--- src/rtl/core/ctc_pkg.sv ---
// Shared types, constants and helper functions for the CTC tone generator.
// Used by every module of the block; depends on nothing else.
package ctc_pkg;

  localparam logic OP_TICK  = 1'b0;
  localparam logic OP_START = 1'b1;

  localparam logic [23:0] CPU_HZ   = 24'd16000000;

  // Multiplying a 32-bit value by this and shifting right by 38 divides it by 1000 exactly.
  localparam logic [31:0] MS_RECIP       = 32'h10624DD3;
  localparam int          MS_RECIP_SHIFT = 38;

  // Serial divider geometry.
  localparam int DIV_W     = 32;
  localparam int DIV_CNT_W = $clog2(DIV_W);

  // Command queue between front and back.
  localparam int QUEUE_DEPTH = 4;
  localparam int QPTR_W      = $clog2(QUEUE_DEPTH);

  typedef enum logic [2:0] {
    PS_STOP    = 3'b000,
    PS_DIV1    = 3'b001,
    PS_DIV8    = 3'b010,
    PS_DIV64   = 3'b011,
    PS_DIV256  = 3'b100,
    PS_DIV1024 = 3'b101
  } prescale_t;

  typedef enum logic [1:0] {
    CMD_TICK,
    CMD_START,
    CMD_BAD
  } cmd_kind_t;

  typedef struct packed {
    logic        operation;
    logic [7:0]  pin_mask;
    logic [23:0] frequency_hz;
    logic [15:0] duration_ms;
  } ctc_in_t;

  typedef struct packed {
    logic [7:0] port_bits;
    logic       running;
    logic       compare_event;
    logic       bad_start;
  } ctc_out_t;

  typedef struct packed {
    cmd_kind_t   kind;
    logic [7:0]  pin_mask;
    logic [23:0] frequency_hz;
    logic [15:0] duration_ms;
  } ctc_cmd_t;

  typedef struct packed {
    logic             start;
    logic [DIV_W-1:0] dividend;
    logic [DIV_W-1:0] divisor;
  } div_req_t;

  typedef struct packed {
    logic             done;
    logic [DIV_W-1:0] quotient;
  } div_rsp_t;

  // Right shift that divides by the selected prescaler.
  function automatic logic [3:0] prescale_shift(prescale_t sel);
    logic [3:0] sh;
    unique case (sel)
      PS_DIV8:    sh = 4'd3;
      PS_DIV64:   sh = 4'd6;
      PS_DIV256:  sh = 4'd8;
      PS_DIV1024: sh = 4'd10;
      default:    sh = 4'd0;
    endcase
    return sh;
  endfunction

  // Last prescaler count before a prescaled clock; unknown codes act as divide by one.
  function automatic logic [9:0] prescale_top(prescale_t sel);
    logic [9:0] top;
    unique case (sel)
      PS_DIV8:    top = 10'd7;
      PS_DIV64:   top = 10'd63;
      PS_DIV256:  top = 10'd255;
      PS_DIV1024: top = 10'd1023;
      default:    top = 10'd0;
    endcase
    return top;
  endfunction

endpackage

--- src/rtl/core/ctc_div.sv ---
// Restoring divider, one quotient bit per cycle, used by the start sequence.
// Depends on ctc_pkg for the request and response structs.
module ctc_div
  import ctc_pkg::*;
(
  input  logic     clk,
  input  logic     rst_n,
  input  div_req_t req,
  output div_rsp_t rsp
);

  logic                 busy_r, busy_nxt;
  logic                 done_r, done_nxt;
  logic [DIV_CNT_W-1:0] cnt_r, cnt_nxt;
  logic [DIV_W-1:0]     rem_r, rem_nxt;
  logic [DIV_W-1:0]     quo_r, quo_nxt;
  logic [DIV_W-1:0]     dsr_r, dsr_nxt;
  logic [DIV_W:0]       trial;

  always_comb begin
    busy_nxt = busy_r;
    done_nxt = 1'b0;
    cnt_nxt  = cnt_r;
    rem_nxt  = rem_r;
    quo_nxt  = quo_r;
    dsr_nxt  = dsr_r;
    trial    = {rem_r, quo_r[DIV_W-1]};
    if (req.start) begin
      busy_nxt = 1'b1;
      cnt_nxt  = '1;
      rem_nxt  = '0;
      quo_nxt  = req.dividend;
      dsr_nxt  = req.divisor;
    end else if (busy_r) begin
      if (trial >= {1'b0, dsr_r}) begin
        rem_nxt = DIV_W'(trial - {1'b0, dsr_r});
        quo_nxt = {quo_r[DIV_W-2:0], 1'b1};
      end else begin
        rem_nxt = trial[DIV_W-1:0];
        quo_nxt = {quo_r[DIV_W-2:0], 1'b0};
      end
      cnt_nxt = cnt_r - DIV_CNT_W'(1);
      if (cnt_r == '0) begin
        busy_nxt = 1'b0;
        done_nxt = 1'b1;
      end
    end
  end

  always_ff @(posedge clk) begin
    if (!rst_n) begin
      busy_r <= 1'b0;
      done_r <= 1'b0;
    end else begin
      busy_r <= busy_nxt;
      done_r <= done_nxt;
    end
  end

  always_ff @(posedge clk) begin
    cnt_r <= cnt_nxt;
    rem_r <= rem_nxt;
    quo_r <= quo_nxt;
    dsr_r <= dsr_nxt;
  end

  assign rsp.done     = done_r;
  assign rsp.quotient = quo_r;

endmodule

--- src/rtl/core/ctc_front.sv ---
// Input stage: accepts items, sorts them into tick, start and rejected start.
// Depends on ctc_pkg for the item and command types.
module ctc_front
  import ctc_pkg::*;
(
  input  logic     clk,
  input  logic     rst_n,
  input  logic     in_valid,
  output logic     in_ready,
  input  ctc_in_t  in_data,
  output logic     cmd_valid,
  input  logic     cmd_ready,
  output ctc_cmd_t cmd_data
);

  logic     hold_valid_r;
  ctc_cmd_t hold_cmd_r;
  ctc_cmd_t cls;

  always_comb begin
    cls.pin_mask     = in_data.pin_mask;
    cls.frequency_hz = in_data.frequency_hz;
    cls.duration_ms  = in_data.duration_ms;
    if (in_data.operation == OP_START) begin
      cls.kind = (in_data.frequency_hz == '0) ? CMD_BAD : CMD_START;
    end else begin
      cls.kind = CMD_TICK;
    end
  end

  assign in_ready  = !hold_valid_r || cmd_ready;
  assign cmd_valid = hold_valid_r;
  assign cmd_data  = hold_cmd_r;

  always_ff @(posedge clk) begin
    if (!rst_n) begin
      hold_valid_r <= 1'b0;
    end else if (in_valid && in_ready) begin
      hold_valid_r <= 1'b1;
    end else if (cmd_ready) begin
      hold_valid_r <= 1'b0;
    end
  end

  always_ff @(posedge clk) begin
    if (in_valid && in_ready) begin
      hold_cmd_r <= cls;
    end
  end

endmodule

--- src/rtl/core/ctc_queue.sv ---
// Small command queue that lets the front and back stall independently.
// Depends on ctc_pkg for the command type and queue depth.
module ctc_queue
  import ctc_pkg::*;
(
  input  logic     clk,
  input  logic     rst_n,
  input  logic     push_valid,
  output logic     push_ready,
  input  ctc_cmd_t push_data,
  output logic     pop_valid,
  input  logic     pop_ready,
  output ctc_cmd_t pop_data
);

  ctc_cmd_t          slots_r [QUEUE_DEPTH];
  logic [QPTR_W-1:0] wr_ptr_r;
  logic [QPTR_W-1:0] rd_ptr_r;
  logic [QPTR_W:0]   count_r;
  logic              push_fire;
  logic              pop_fire;

  assign push_ready = count_r != (QPTR_W + 1)'(QUEUE_DEPTH);
  assign pop_valid  = count_r != '0;
  assign pop_data   = slots_r[rd_ptr_r];
  assign push_fire  = push_valid && push_ready;
  assign pop_fire   = pop_valid && pop_ready;

  always_ff @(posedge clk) begin
    if (!rst_n) begin
      wr_ptr_r <= '0;
      rd_ptr_r <= '0;
      count_r  <= '0;
    end else begin
      if (push_fire) begin
        wr_ptr_r <= wr_ptr_r + QPTR_W'(1);
      end
      if (pop_fire) begin
        rd_ptr_r <= rd_ptr_r + QPTR_W'(1);
      end
      if (push_fire && !pop_fire) begin
        count_r <= count_r + (QPTR_W + 1)'(1);
      end else if (pop_fire && !push_fire) begin
        count_r <= count_r - (QPTR_W + 1)'(1);
      end
    end
  end

  always_ff @(posedge clk) begin
    if (push_fire) begin
      slots_r[wr_ptr_r] <= push_data;
    end
  end

endmodule

--- src/rtl/core/ctc_back.sv ---
// Execution side: timer state, tick handling, rejected starts and the start sequence.
// Depends on ctc_pkg; drives the serial divider in ctc_div.
module ctc_back
  import ctc_pkg::*;
#(
  parameter int COUNTER_BITS = 16
) (
  input  logic     clk,
  input  logic     rst_n,
  input  logic     cmd_valid,
  output logic     cmd_ready,
  input  ctc_cmd_t cmd_data,
  output div_req_t div_req,
  input  div_rsp_t div_rsp,
  output logic     out_valid,
  input  logic     out_ready,
  output ctc_out_t out_data
);

  typedef enum logic [2:0] {
    S_IDLE,
    S_MUL,
    S_TOG,
    S_BASE_REQ,
    S_BASE_WAIT,
    S_SELECT,
    S_COMMIT
  } state_t;

  localparam logic [31:0] CMAX = 32'((64'd1 << COUNTER_BITS) - 64'd1);

  state_t                  state_r, state_nxt;
  logic [7:0]              port_value_r, port_value_nxt;
  logic [7:0]              toggle_mask_r, toggle_mask_nxt;
  logic [31:0]             toggles_left_r, toggles_left_nxt;
  logic [COUNTER_BITS-1:0] compare_value_r, compare_value_nxt;
  prescale_t               prescale_select_r, prescale_select_nxt;
  logic [9:0]              prescale_count_r, prescale_count_nxt;
  logic [COUNTER_BITS-1:0] timer_count_r, timer_count_nxt;
  logic                    timer_on_r, timer_on_nxt;
  logic                    out_valid_r, out_valid_nxt;
  ctc_out_t                out_data_r, out_data_nxt;

  logic [7:0]              new_mask_r, new_mask_nxt;
  logic [23:0]             new_freq_r, new_freq_nxt;
  logic [15:0]             new_dur_r, new_dur_nxt;
  logic [31:0]             prod_r, prod_nxt;
  logic [31:0]             new_toggles_r, new_toggles_nxt;
  logic [31:0]             base_r, base_nxt;
  prescale_t               sel_try_r, sel_try_nxt;
  logic [COUNTER_BITS-1:0] new_compare_r, new_compare_nxt;

  logic                    out_free;
  logic                    presc_tick;
  logic                    match;
  logic [39:0]             product;
  logic [63:0]             recip_prod;
  logic [31:0]             ocr;
  logic                    fits;

  assign out_free   = !out_valid_r || out_ready;
  assign cmd_ready  = (state_r == S_IDLE) && (cmd_data.kind == CMD_START || out_free);
  assign presc_tick = prescale_count_r >= prescale_top(prescale_select_r);
  assign product    = {16'd0, new_freq_r} * {24'd0, new_dur_r};
  assign recip_prod = {32'd0, prod_r} * {32'd0, MS_RECIP};
  assign ocr        = (base_r >> prescale_shift(sel_try_r)) - 32'd1;
  assign fits       = ocr <= CMAX;

  always_comb begin
    div_req.start    = (state_r == S_BASE_REQ);
    div_req.dividend = DIV_W'(CPU_HZ);
    div_req.divisor  = DIV_W'(new_freq_r);
  end

  always_comb begin
    state_nxt           = state_r;
    port_value_nxt      = port_value_r;
    toggle_mask_nxt     = toggle_mask_r;
    toggles_left_nxt    = toggles_left_r;
    compare_value_nxt   = compare_value_r;
    prescale_select_nxt = prescale_select_r;
    prescale_count_nxt  = prescale_count_r;
    timer_count_nxt     = timer_count_r;
    timer_on_nxt        = timer_on_r;
    out_valid_nxt       = out_valid_r && !out_ready;
    out_data_nxt        = out_data_r;
    new_mask_nxt        = new_mask_r;
    new_freq_nxt        = new_freq_r;
    new_dur_nxt         = new_dur_r;
    prod_nxt            = prod_r;
    new_toggles_nxt     = new_toggles_r;
    base_nxt            = base_r;
    sel_try_nxt         = sel_try_r;
    new_compare_nxt     = new_compare_r;
    match               = 1'b0;

    unique case (state_r)
      S_IDLE: begin
        if (cmd_valid && cmd_ready) begin
          unique case (cmd_data.kind)
            CMD_START: begin
              new_mask_nxt = cmd_data.pin_mask;
              new_freq_nxt = cmd_data.frequency_hz;
              new_dur_nxt  = cmd_data.duration_ms;
              state_nxt    = S_MUL;
            end
            CMD_BAD: begin
              out_valid_nxt = 1'b1;
              out_data_nxt  = '{port_bits: port_value_r, running: timer_on_r,
                                compare_event: 1'b0, bad_start: 1'b1};
            end
            default: begin
              if (timer_on_r) begin
                if (presc_tick) begin
                  prescale_count_nxt = '0;
                  if (timer_count_r == compare_value_r) begin
                    match           = 1'b1;
                    timer_count_nxt = '0;
                    if (toggles_left_r == '0) begin
                      timer_on_nxt        = 1'b0;
                      prescale_select_nxt = PS_STOP;
                    end else begin
                      port_value_nxt   = port_value_r ^ toggle_mask_r;
                      toggles_left_nxt = toggles_left_r - 32'd1;
                    end
                  end else begin
                    timer_count_nxt = timer_count_r + COUNTER_BITS'(1);
                  end
                end else begin
                  prescale_count_nxt = prescale_count_r + 10'd1;
                end
              end
              out_valid_nxt = 1'b1;
              out_data_nxt  = '{port_bits: port_value_nxt, running: timer_on_nxt,
                                compare_event: match, bad_start: 1'b0};
            end
          endcase
        end
      end
      S_MUL: begin
        prod_nxt  = product[31:0];
        state_nxt = S_TOG;
      end
      S_TOG: begin
        new_toggles_nxt = 32'(recip_prod >> MS_RECIP_SHIFT);
        state_nxt       = S_BASE_REQ;
      end
      S_BASE_REQ: begin
        state_nxt = S_BASE_WAIT;
      end
      S_BASE_WAIT: begin
        if (div_rsp.done) begin
          base_nxt    = div_rsp.quotient;
          sel_try_nxt = PS_DIV1;
          state_nxt   = S_SELECT;
        end
      end
      S_SELECT: begin
        // Walk the prescalers from the smallest; the largest is taken even if it overflows.
        if (fits || sel_try_r == PS_DIV1024) begin
          new_compare_nxt = ocr[COUNTER_BITS-1:0];
          state_nxt       = S_COMMIT;
        end else begin
          sel_try_nxt = prescale_t'(sel_try_r + 3'd1);
        end
      end
      S_COMMIT: begin
        if (out_free) begin
          toggle_mask_nxt     = new_mask_r;
          toggles_left_nxt    = new_toggles_r;
          compare_value_nxt   = new_compare_r;
          prescale_select_nxt = sel_try_r;
          prescale_count_nxt  = '0;
          timer_count_nxt     = '0;
          timer_on_nxt        = 1'b1;
          out_valid_nxt       = 1'b1;
          out_data_nxt        = '{port_bits: port_value_r, running: 1'b1,
                                  compare_event: 1'b0, bad_start: 1'b0};
          state_nxt           = S_IDLE;
        end
      end
      default: begin
        state_nxt = S_IDLE;
      end
    endcase
  end

  always_ff @(posedge clk) begin
    if (!rst_n) begin
      state_r           <= S_IDLE;
      port_value_r      <= '0;
      toggle_mask_r     <= '0;
      toggles_left_r    <= '0;
      compare_value_r   <= '0;
      prescale_select_r <= PS_STOP;
      prescale_count_r  <= '0;
      timer_count_r     <= '0;
      timer_on_r        <= 1'b0;
      out_valid_r       <= 1'b0;
      out_data_r        <= '0;
    end else begin
      state_r           <= state_nxt;
      port_value_r      <= port_value_nxt;
      toggle_mask_r     <= toggle_mask_nxt;
      toggles_left_r    <= toggles_left_nxt;
      compare_value_r   <= compare_value_nxt;
      prescale_select_r <= prescale_select_nxt;
      prescale_count_r  <= prescale_count_nxt;
      timer_count_r     <= timer_count_nxt;
      timer_on_r        <= timer_on_nxt;
      out_valid_r       <= out_valid_nxt;
      out_data_r        <= out_data_nxt;
    end
  end

  always_ff @(posedge clk) begin
    new_mask_r    <= new_mask_nxt;
    new_freq_r    <= new_freq_nxt;
    new_dur_r     <= new_dur_nxt;
    prod_r        <= prod_nxt;
    new_toggles_r <= new_toggles_nxt;
    base_r        <= base_nxt;
    sel_try_r     <= sel_try_nxt;
    new_compare_r <= new_compare_nxt;
  end

  assign out_valid = out_valid_r;
  assign out_data  = out_data_r;

endmodule

--- src/rtl/core/ctc_tone_generator_core.sv ---
// Square-wave tone generator on a CTC timer. Each tick item is one cpu clock
// and each start item loads a new tone. Ticks and rejected starts (zero
// frequency) are handled in the idle state of the execution stage, so a steady
// stream of ticks moves at one item per cycle while the output is not stalled,
// through the input stage, the four-entry command queue and the output register.
// A valid start runs in steps: the 24x16 multiply, the reciprocal multiply that
// turns the product into a toggle count, a division on the bit-serial divider
// for the base compare value, and a walk over the prescaler choices.
// Items behind a start wait in the queue and are taken in order once it ends.
module ctc_tone_generator_core
  import ctc_pkg::*;
#(
  parameter int COUNTER_BITS = 16
) (
  input  logic     clk,
  input  logic     rst_n,
  input  logic     in_valid,
  output logic     in_ready,
  input  ctc_in_t  in_data,
  output logic     out_valid,
  input  logic     out_ready,
  output ctc_out_t out_data
);

  logic     f_valid;
  logic     f_ready;
  ctc_cmd_t f_cmd;
  logic     q_valid;
  logic     q_ready;
  ctc_cmd_t q_cmd;
  div_req_t div_req;
  div_rsp_t div_rsp;

  ctc_front u_front (
    .clk       (clk),
    .rst_n     (rst_n),
    .in_valid  (in_valid),
    .in_ready  (in_ready),
    .in_data   (in_data),
    .cmd_valid (f_valid),
    .cmd_ready (f_ready),
    .cmd_data  (f_cmd)
  );

  ctc_queue u_queue (
    .clk        (clk),
    .rst_n      (rst_n),
    .push_valid (f_valid),
    .push_ready (f_ready),
    .push_data  (f_cmd),
    .pop_valid  (q_valid),
    .pop_ready  (q_ready),
    .pop_data   (q_cmd)
  );

  ctc_div u_div (
    .clk   (clk),
    .rst_n (rst_n),
    .req   (div_req),
    .rsp   (div_rsp)
  );

  ctc_back #(
    .COUNTER_BITS (COUNTER_BITS)
  ) u_back (
    .clk       (clk),
    .rst_n     (rst_n),
    .cmd_valid (q_valid),
    .cmd_ready (q_ready),
    .cmd_data  (q_cmd),
    .div_req   (div_req),
    .div_rsp   (div_rsp),
    .out_valid (out_valid),
    .out_ready (out_ready),
    .out_data  (out_data)
  );

`ifndef NO_ASSERTIONS
  // A division result is a single-cycle pulse.
  a_div_done_pulse: assert property (@(posedge clk) disable iff (!rst_n)
    div_rsp.done |=> !div_rsp.done)
    else $error("divider done held for more than one cycle");

  // A division cannot finish in the cycle right after it was requested.
  a_div_not_instant: assert property (@(posedge clk) disable iff (!rst_n)
    div_req.start |=> !div_rsp.done)
    else $error("divider finished immediately after a request");

  // A rejected start never reports a compare match.
  a_bad_no_match: assert property (@(posedge clk) disable iff (!rst_n)
    out_valid && out_data.bad_start |-> !out_data.compare_event)
    else $error("result flags both a rejected start and a compare match");
`endif

endmodule
--- config.mk ---
export PLATFORM = sky130hd
export DESIGN_NAME = ctc_tone_generator_core
export DESIGN_NICKNAME = d
export VERILOG_FILES = /design/src/rtl/core/ctc_pkg.sv /design/src/rtl/core/ctc_div.sv /design/src/rtl/core/ctc_front.sv /design/src/rtl/core/ctc_queue.sv /design/src/rtl/core/ctc_back.sv /design/src/rtl/core/ctc_tone_generator_core.sv
export SDC_FILE = /design/constraint.sdc
export NUM_CORES = 2
export LEC_CHECK = 0
export BUFFER_PORTS_ARGS = -buffer_cell sky130_fd_sc_hd__clkbuf_2
export CELL_PAD_IN_SITES_DETAIL_PLACEMENT = 0
export CELL_PAD_IN_SITES_GLOBAL_PLACEMENT = 2
export CORE_MARGIN = 4
export CORE_UTILIZATION = 44
export CTS_CLUSTER_DIAMETER = 150
export DETAILED_ROUTE_END_ITERATION = 8
export PLACE_DENSITY_LB_ADDON = 0.1
export SLEW_MARGIN = 0
export SYNTH_ARGS = -nofsm -noshare
export SYNTH_HDL_FRONTEND = slang
export SYNTH_SLANG_ARGS = --single-unit
--- constraint.sdc ---
create_clock -name clk -period 9.7 [get_ports clk]
set_clock_uncertainty 0.2 [all_clocks]
set_input_delay 0.97 -clock clk [delete_from_list [all_inputs] [get_ports clk]]
set_output_delay 0.97 -clock clk [all_outputs]
set_load 0.05 [all_outputs]
==> results.py <==
metrics = {
    "die": {
        "num_rows": 125,
        "core_region_area_mm2": 0.116,
        "die_h_um": 351,
        "die_w_um": 351,
        "io_pins": 66,
        "start_util_pct": 44.4,
        "fp.dieArea_mm2": 0.123,
    },
    "worst_setup_path": {
        "timing.rr.end": "u_back.new_toggles_r[21]",
        "r2r-start": "u_back.prod_r[15]",
        "worstPathCellList": "ha_1 -> fa_1 -> fa_1 -> inv_1 -> fa_1 -> inv_1 -> fa_1 -> fa_1 -> fa_1 -> inv_1 -> fa_1 -> inv_1 -> ha_1 -> nand4_1 -> nor2_1 -> nand2_1 -> a2111oi_1 -> o211ai_1 -> nand3_1 -> nand2_1 -> o21ai_0 -> o21ai_0 -> o21bai_1 -> xor2_1",
        "reg2reg_depth": 24,
        "worstPathArrival_ps": 8810,
        "crit_fanout": 10,
        "r2r_slack_ps": 1090,
        "slowest_delay_ps": 760,
        "slowest_stage": "a2111oi_1",
        "path_common_cell": "fa_1",
        "start_kind": "flip-flop",
        "end_kind": "flip-flop",
        "worstSetupPathType": "reg -> reg",
        "worstPathRequired_ps": 9900,
    },
    "synthesis": {
        "synth.most_common_cell": "inv_1",
        "synth_seq_cells": 618,
        "synth_common_cells": "inv_1, fa_1, ha_1",
        "synthArstFlopShare_pct": 0,
        "synth_seq_area_share_pct": 32.2,
        "yosys-top-cells-area": "edfxtp_1, fa_1, ha_1, dfxtp_1, inv_1",
        "syn_area_mm2": 0.0517,
        "synth_top_area_cell": "edfxtp_1",
        "ys_warn_count": 0,
        "avgSynthCellArea_um2": 10.8,
        "synth_top_cell_area_share_pct": 24.9,
        "ys.flop_type": "edfxtp_1",
        "synth_edf_count": 428,
        "synthDistinctLibCells": 97,
        "netlist_instances": 4780,
        "synth_nets": 5931,
    },
    "timing": {
        "tns_ps": 0,
        "setup_violations": 0,
        "drv_slew": 0,
        "fmax_mhz": 116,
        "finalHoldViolCount": 0,
        "rsz0062_at_grt": "false",
        "relSlewSlack_pct": 23.0,
        "finalCritPeriodShare_pct": 88.7,
        "tightest_slew_ps": 1130,
        "period_minus_slack_ps": 8610,
    },
    "grt": {
        "grt_max_degree": 89,
        "grt_pass1_vias": 34984,
        "antenna_found_initial": 1,
        "gr-usage-all-layers_pct": 22.2,
        "grt.overflow.total": 0,
        "grt_pass1_wl_mm": 210,
    },
    "finish": {
        "multi_input_area_mm2": 0.0310,
        "antennaDiodeCount": 0,
        "area_growth_pct": 8.78,
        "fillers": 10809,
        "regArea_mm2": 0.0167,
        "finalNetCount": 5971,
        "final_layout_size_suffix_gt1_share_pct": 7.32,
    },
    "clock_tree": {
        "clock-sinks": 618,
        "post-cts-setup-buffer-count": 0,
        "clk_pin_slew_ps": 60,
        "cts_tree": "done",
        "cts_max_level": 3,
        "clockBufferDepth": 3,
        "cts-root-buf": "clkbuf_16",
        "clk_latency_ps": 670,
        "post_cts_resized": 0,
        "cts_buffers": 73,
        "postCtsHoldBufs": 0,
    },
    "hold_path": {
        "hp-class": "reg -> reg",
        "min_to": "u_back.base_r[27]",
        "hold-path-cell-count": 0,
        "worstHoldStart": "u_div.quo_r[27]",
    },
    "place": {
        "io_buffers": 65,
        "gp_congestion": 0.853,
        "dp_hpwl_mm": 100,
    },
    "job": {
        "cap_violations": 0,
    },
    "detailed_routing": {
        "routedWlPerCell_um": 20.6,
        "first_pass_iters": 7,
        "via_per_inst": 5.19,
        "drtIter0Drc": 1910,
        "num_vias": 33221,
        "drc_errors": 0,
        "postRouteAntennaNets": 0,
        "wl_mm": 132,
    },
    "outcome": {
        "run_status": "complete, no violations",
    },
}
==> sequential cells by signal, summed over array words and instances (netlist names), 5 cells and up, named ones only <==
register,flops
u_back.port_value_r,8
u_back.new_freq_r,24
u_div.quo_r,32
u_back.new_mask_r,8
u_back.out_data,11
u_back.compare_value_r,16
u_div.dsr_r,24
u_div.rem_r,32
u_back.new_dur_r,16
u_back.base_r,32
u_back.timer_count_r,16
u_back.toggles_left_r,32
u_back.new_toggles_r,23
u_back.prod_r,32
u_queue.slots_r,200
u_back.prescale_count_r,10
u_front.cmd_data,50
u_div.cnt_r,5
u_back.new_compare_r,16
u_back.toggle_mask_r,8
==> metal layers <==
metal / global-route usage, % / routed length [um] / up-vias
met4: 5.23 / 3140 / 0
met2: 35.4 / 59900 / 548
met3: 2.75 / 4700 / 141
met5: 0 / 0 / -
met1: 32.4 / 64300 / 16633
li1: - / - / 15899
==> worst max path at each step <==
stage / startpoint / endpoint / slack [ps] / cells after the start
3_3_place_gp: u_back.prod_r[9] / u_back.new_toggles_r[21] / 1030 / 24
4_1_cts: u_back.prod_r[14] / u_back.new_toggles_r[21] / 890 / 24
2_1_floorplan: u_back.prod_r[9] / u_back.new_toggles_r[21] / 2680 / 24
3_5_place_dp: u_back.prod_r[14] / u_back.new_toggles_r[21] / 910 / 24
6_report: u_back.prod_r[15] / u_back.new_toggles_r[21] / 1090 / 24
5_1_grt: u_back.prod_r[9] / u_back.new_toggles_r[21] / 690 / 24
==> logic make-up after synthesis <==
| logic type | synth area share [%] |
|---|---|
| compound gates | 7.30 |
| xor+xnor | 2.91 |
| fa+ha+maj | 35.0 |
| buf+inv | 7.90 |
| flops | 32.2 |
| mux | 4.29 |
| simple gates | 10.4 |
==> cells in the final DEF (no fill, tap or decap), types with 11 or more instances in the layout <==
cell type | Yosys | layout
inv_1 | 908 | 907
fa_1 | 580 | 580
ha_1 | 518 | 518
nand2_1 | 432 | 432
edfxtp_1 | 428 | 428
nor2_1 | 201 | 197
dfxtp_1 | 190 | 187
a21oi_1 | 181 | 181
and2_1 | 149 | 144
xnor2_1 | 109 | 109
o21ai_0 | 102 | 102
mux2i_1 | 86 | 86
clkbuf_16 | 0 | 74
clkbuf_2 | 0 | 65
xor2_1 | 63 | 63
buf_4 | 0 | 61
a21o_1 | 59 | 59
mux4_2 | 57 | 57
nand3_1 | 56 | 56
nor3_1 | 48 | 47
nor4_1 | 39 | 39
a211oi_1 | 33 | 33
nor2b_1 | 31 | 31
nand2b_1 | 24 | 24
nand4_1 | 24 | 24
o211ai_1 | 23 | 23
and3_1 | 21 | 21
o22ai_1 | 18 | 18
o21bai_1 | 16 | 16
clkinv_1 | 1 | 14
o21a_1 | 13 | 13
or3_1 | 13 | 13
clkinv_2 | 0 | 12
a31oi_1 | 13 | 11
==> per-stage QoR <==
step / worst slack [ps] / std cells / instance area (um2) / hold slack, ps / utilization, %
3_3_place_gp: 1030 / 6269 / 53800 / 245 / 46.2
3_5_place_dp: 906 / 6269 / 53800 / 242 / 46.2
2_1_floorplan: 2680 / 4780 / 51700 / 224 / -
5_1_grt: 688 / 6399 / 56200 / 226 / 48.3
6_report: 1090 / 6399 / 56200 / 258 / 48.3
4_1_cts: 894 / 6399 / 56200 / 215 / 48.3
==> critical path: cells and delay by family (launching register included) <==
| kind | cells | cell delay, ps |
|---|---|---|
| adders and majority gates | 9 | 4090 |
| AOI/OAI and AO/OA | 5 | 2330 |
| and+or+nand+nor | 5 | 750 |
| DFF | 1 | 740 |
| buffers and inverters | 4 | 190 |
| xor gates and xnor gates | 1 | 90 |
==> area by class of cell <==
cell class,instances,share of cell area [%]
clock buffer,82,3.42
tap,1524,3.39
multi-input combinational,3091,55.1
sequential,618,29.6
inverter,910,6.08
timing repair buffer,126,1.39
clock inverter,48,0.941
Power is left out: the tool's default activity adds up to more than one toggle a clock period on the data nets, which glitch-free logic cannot reach.
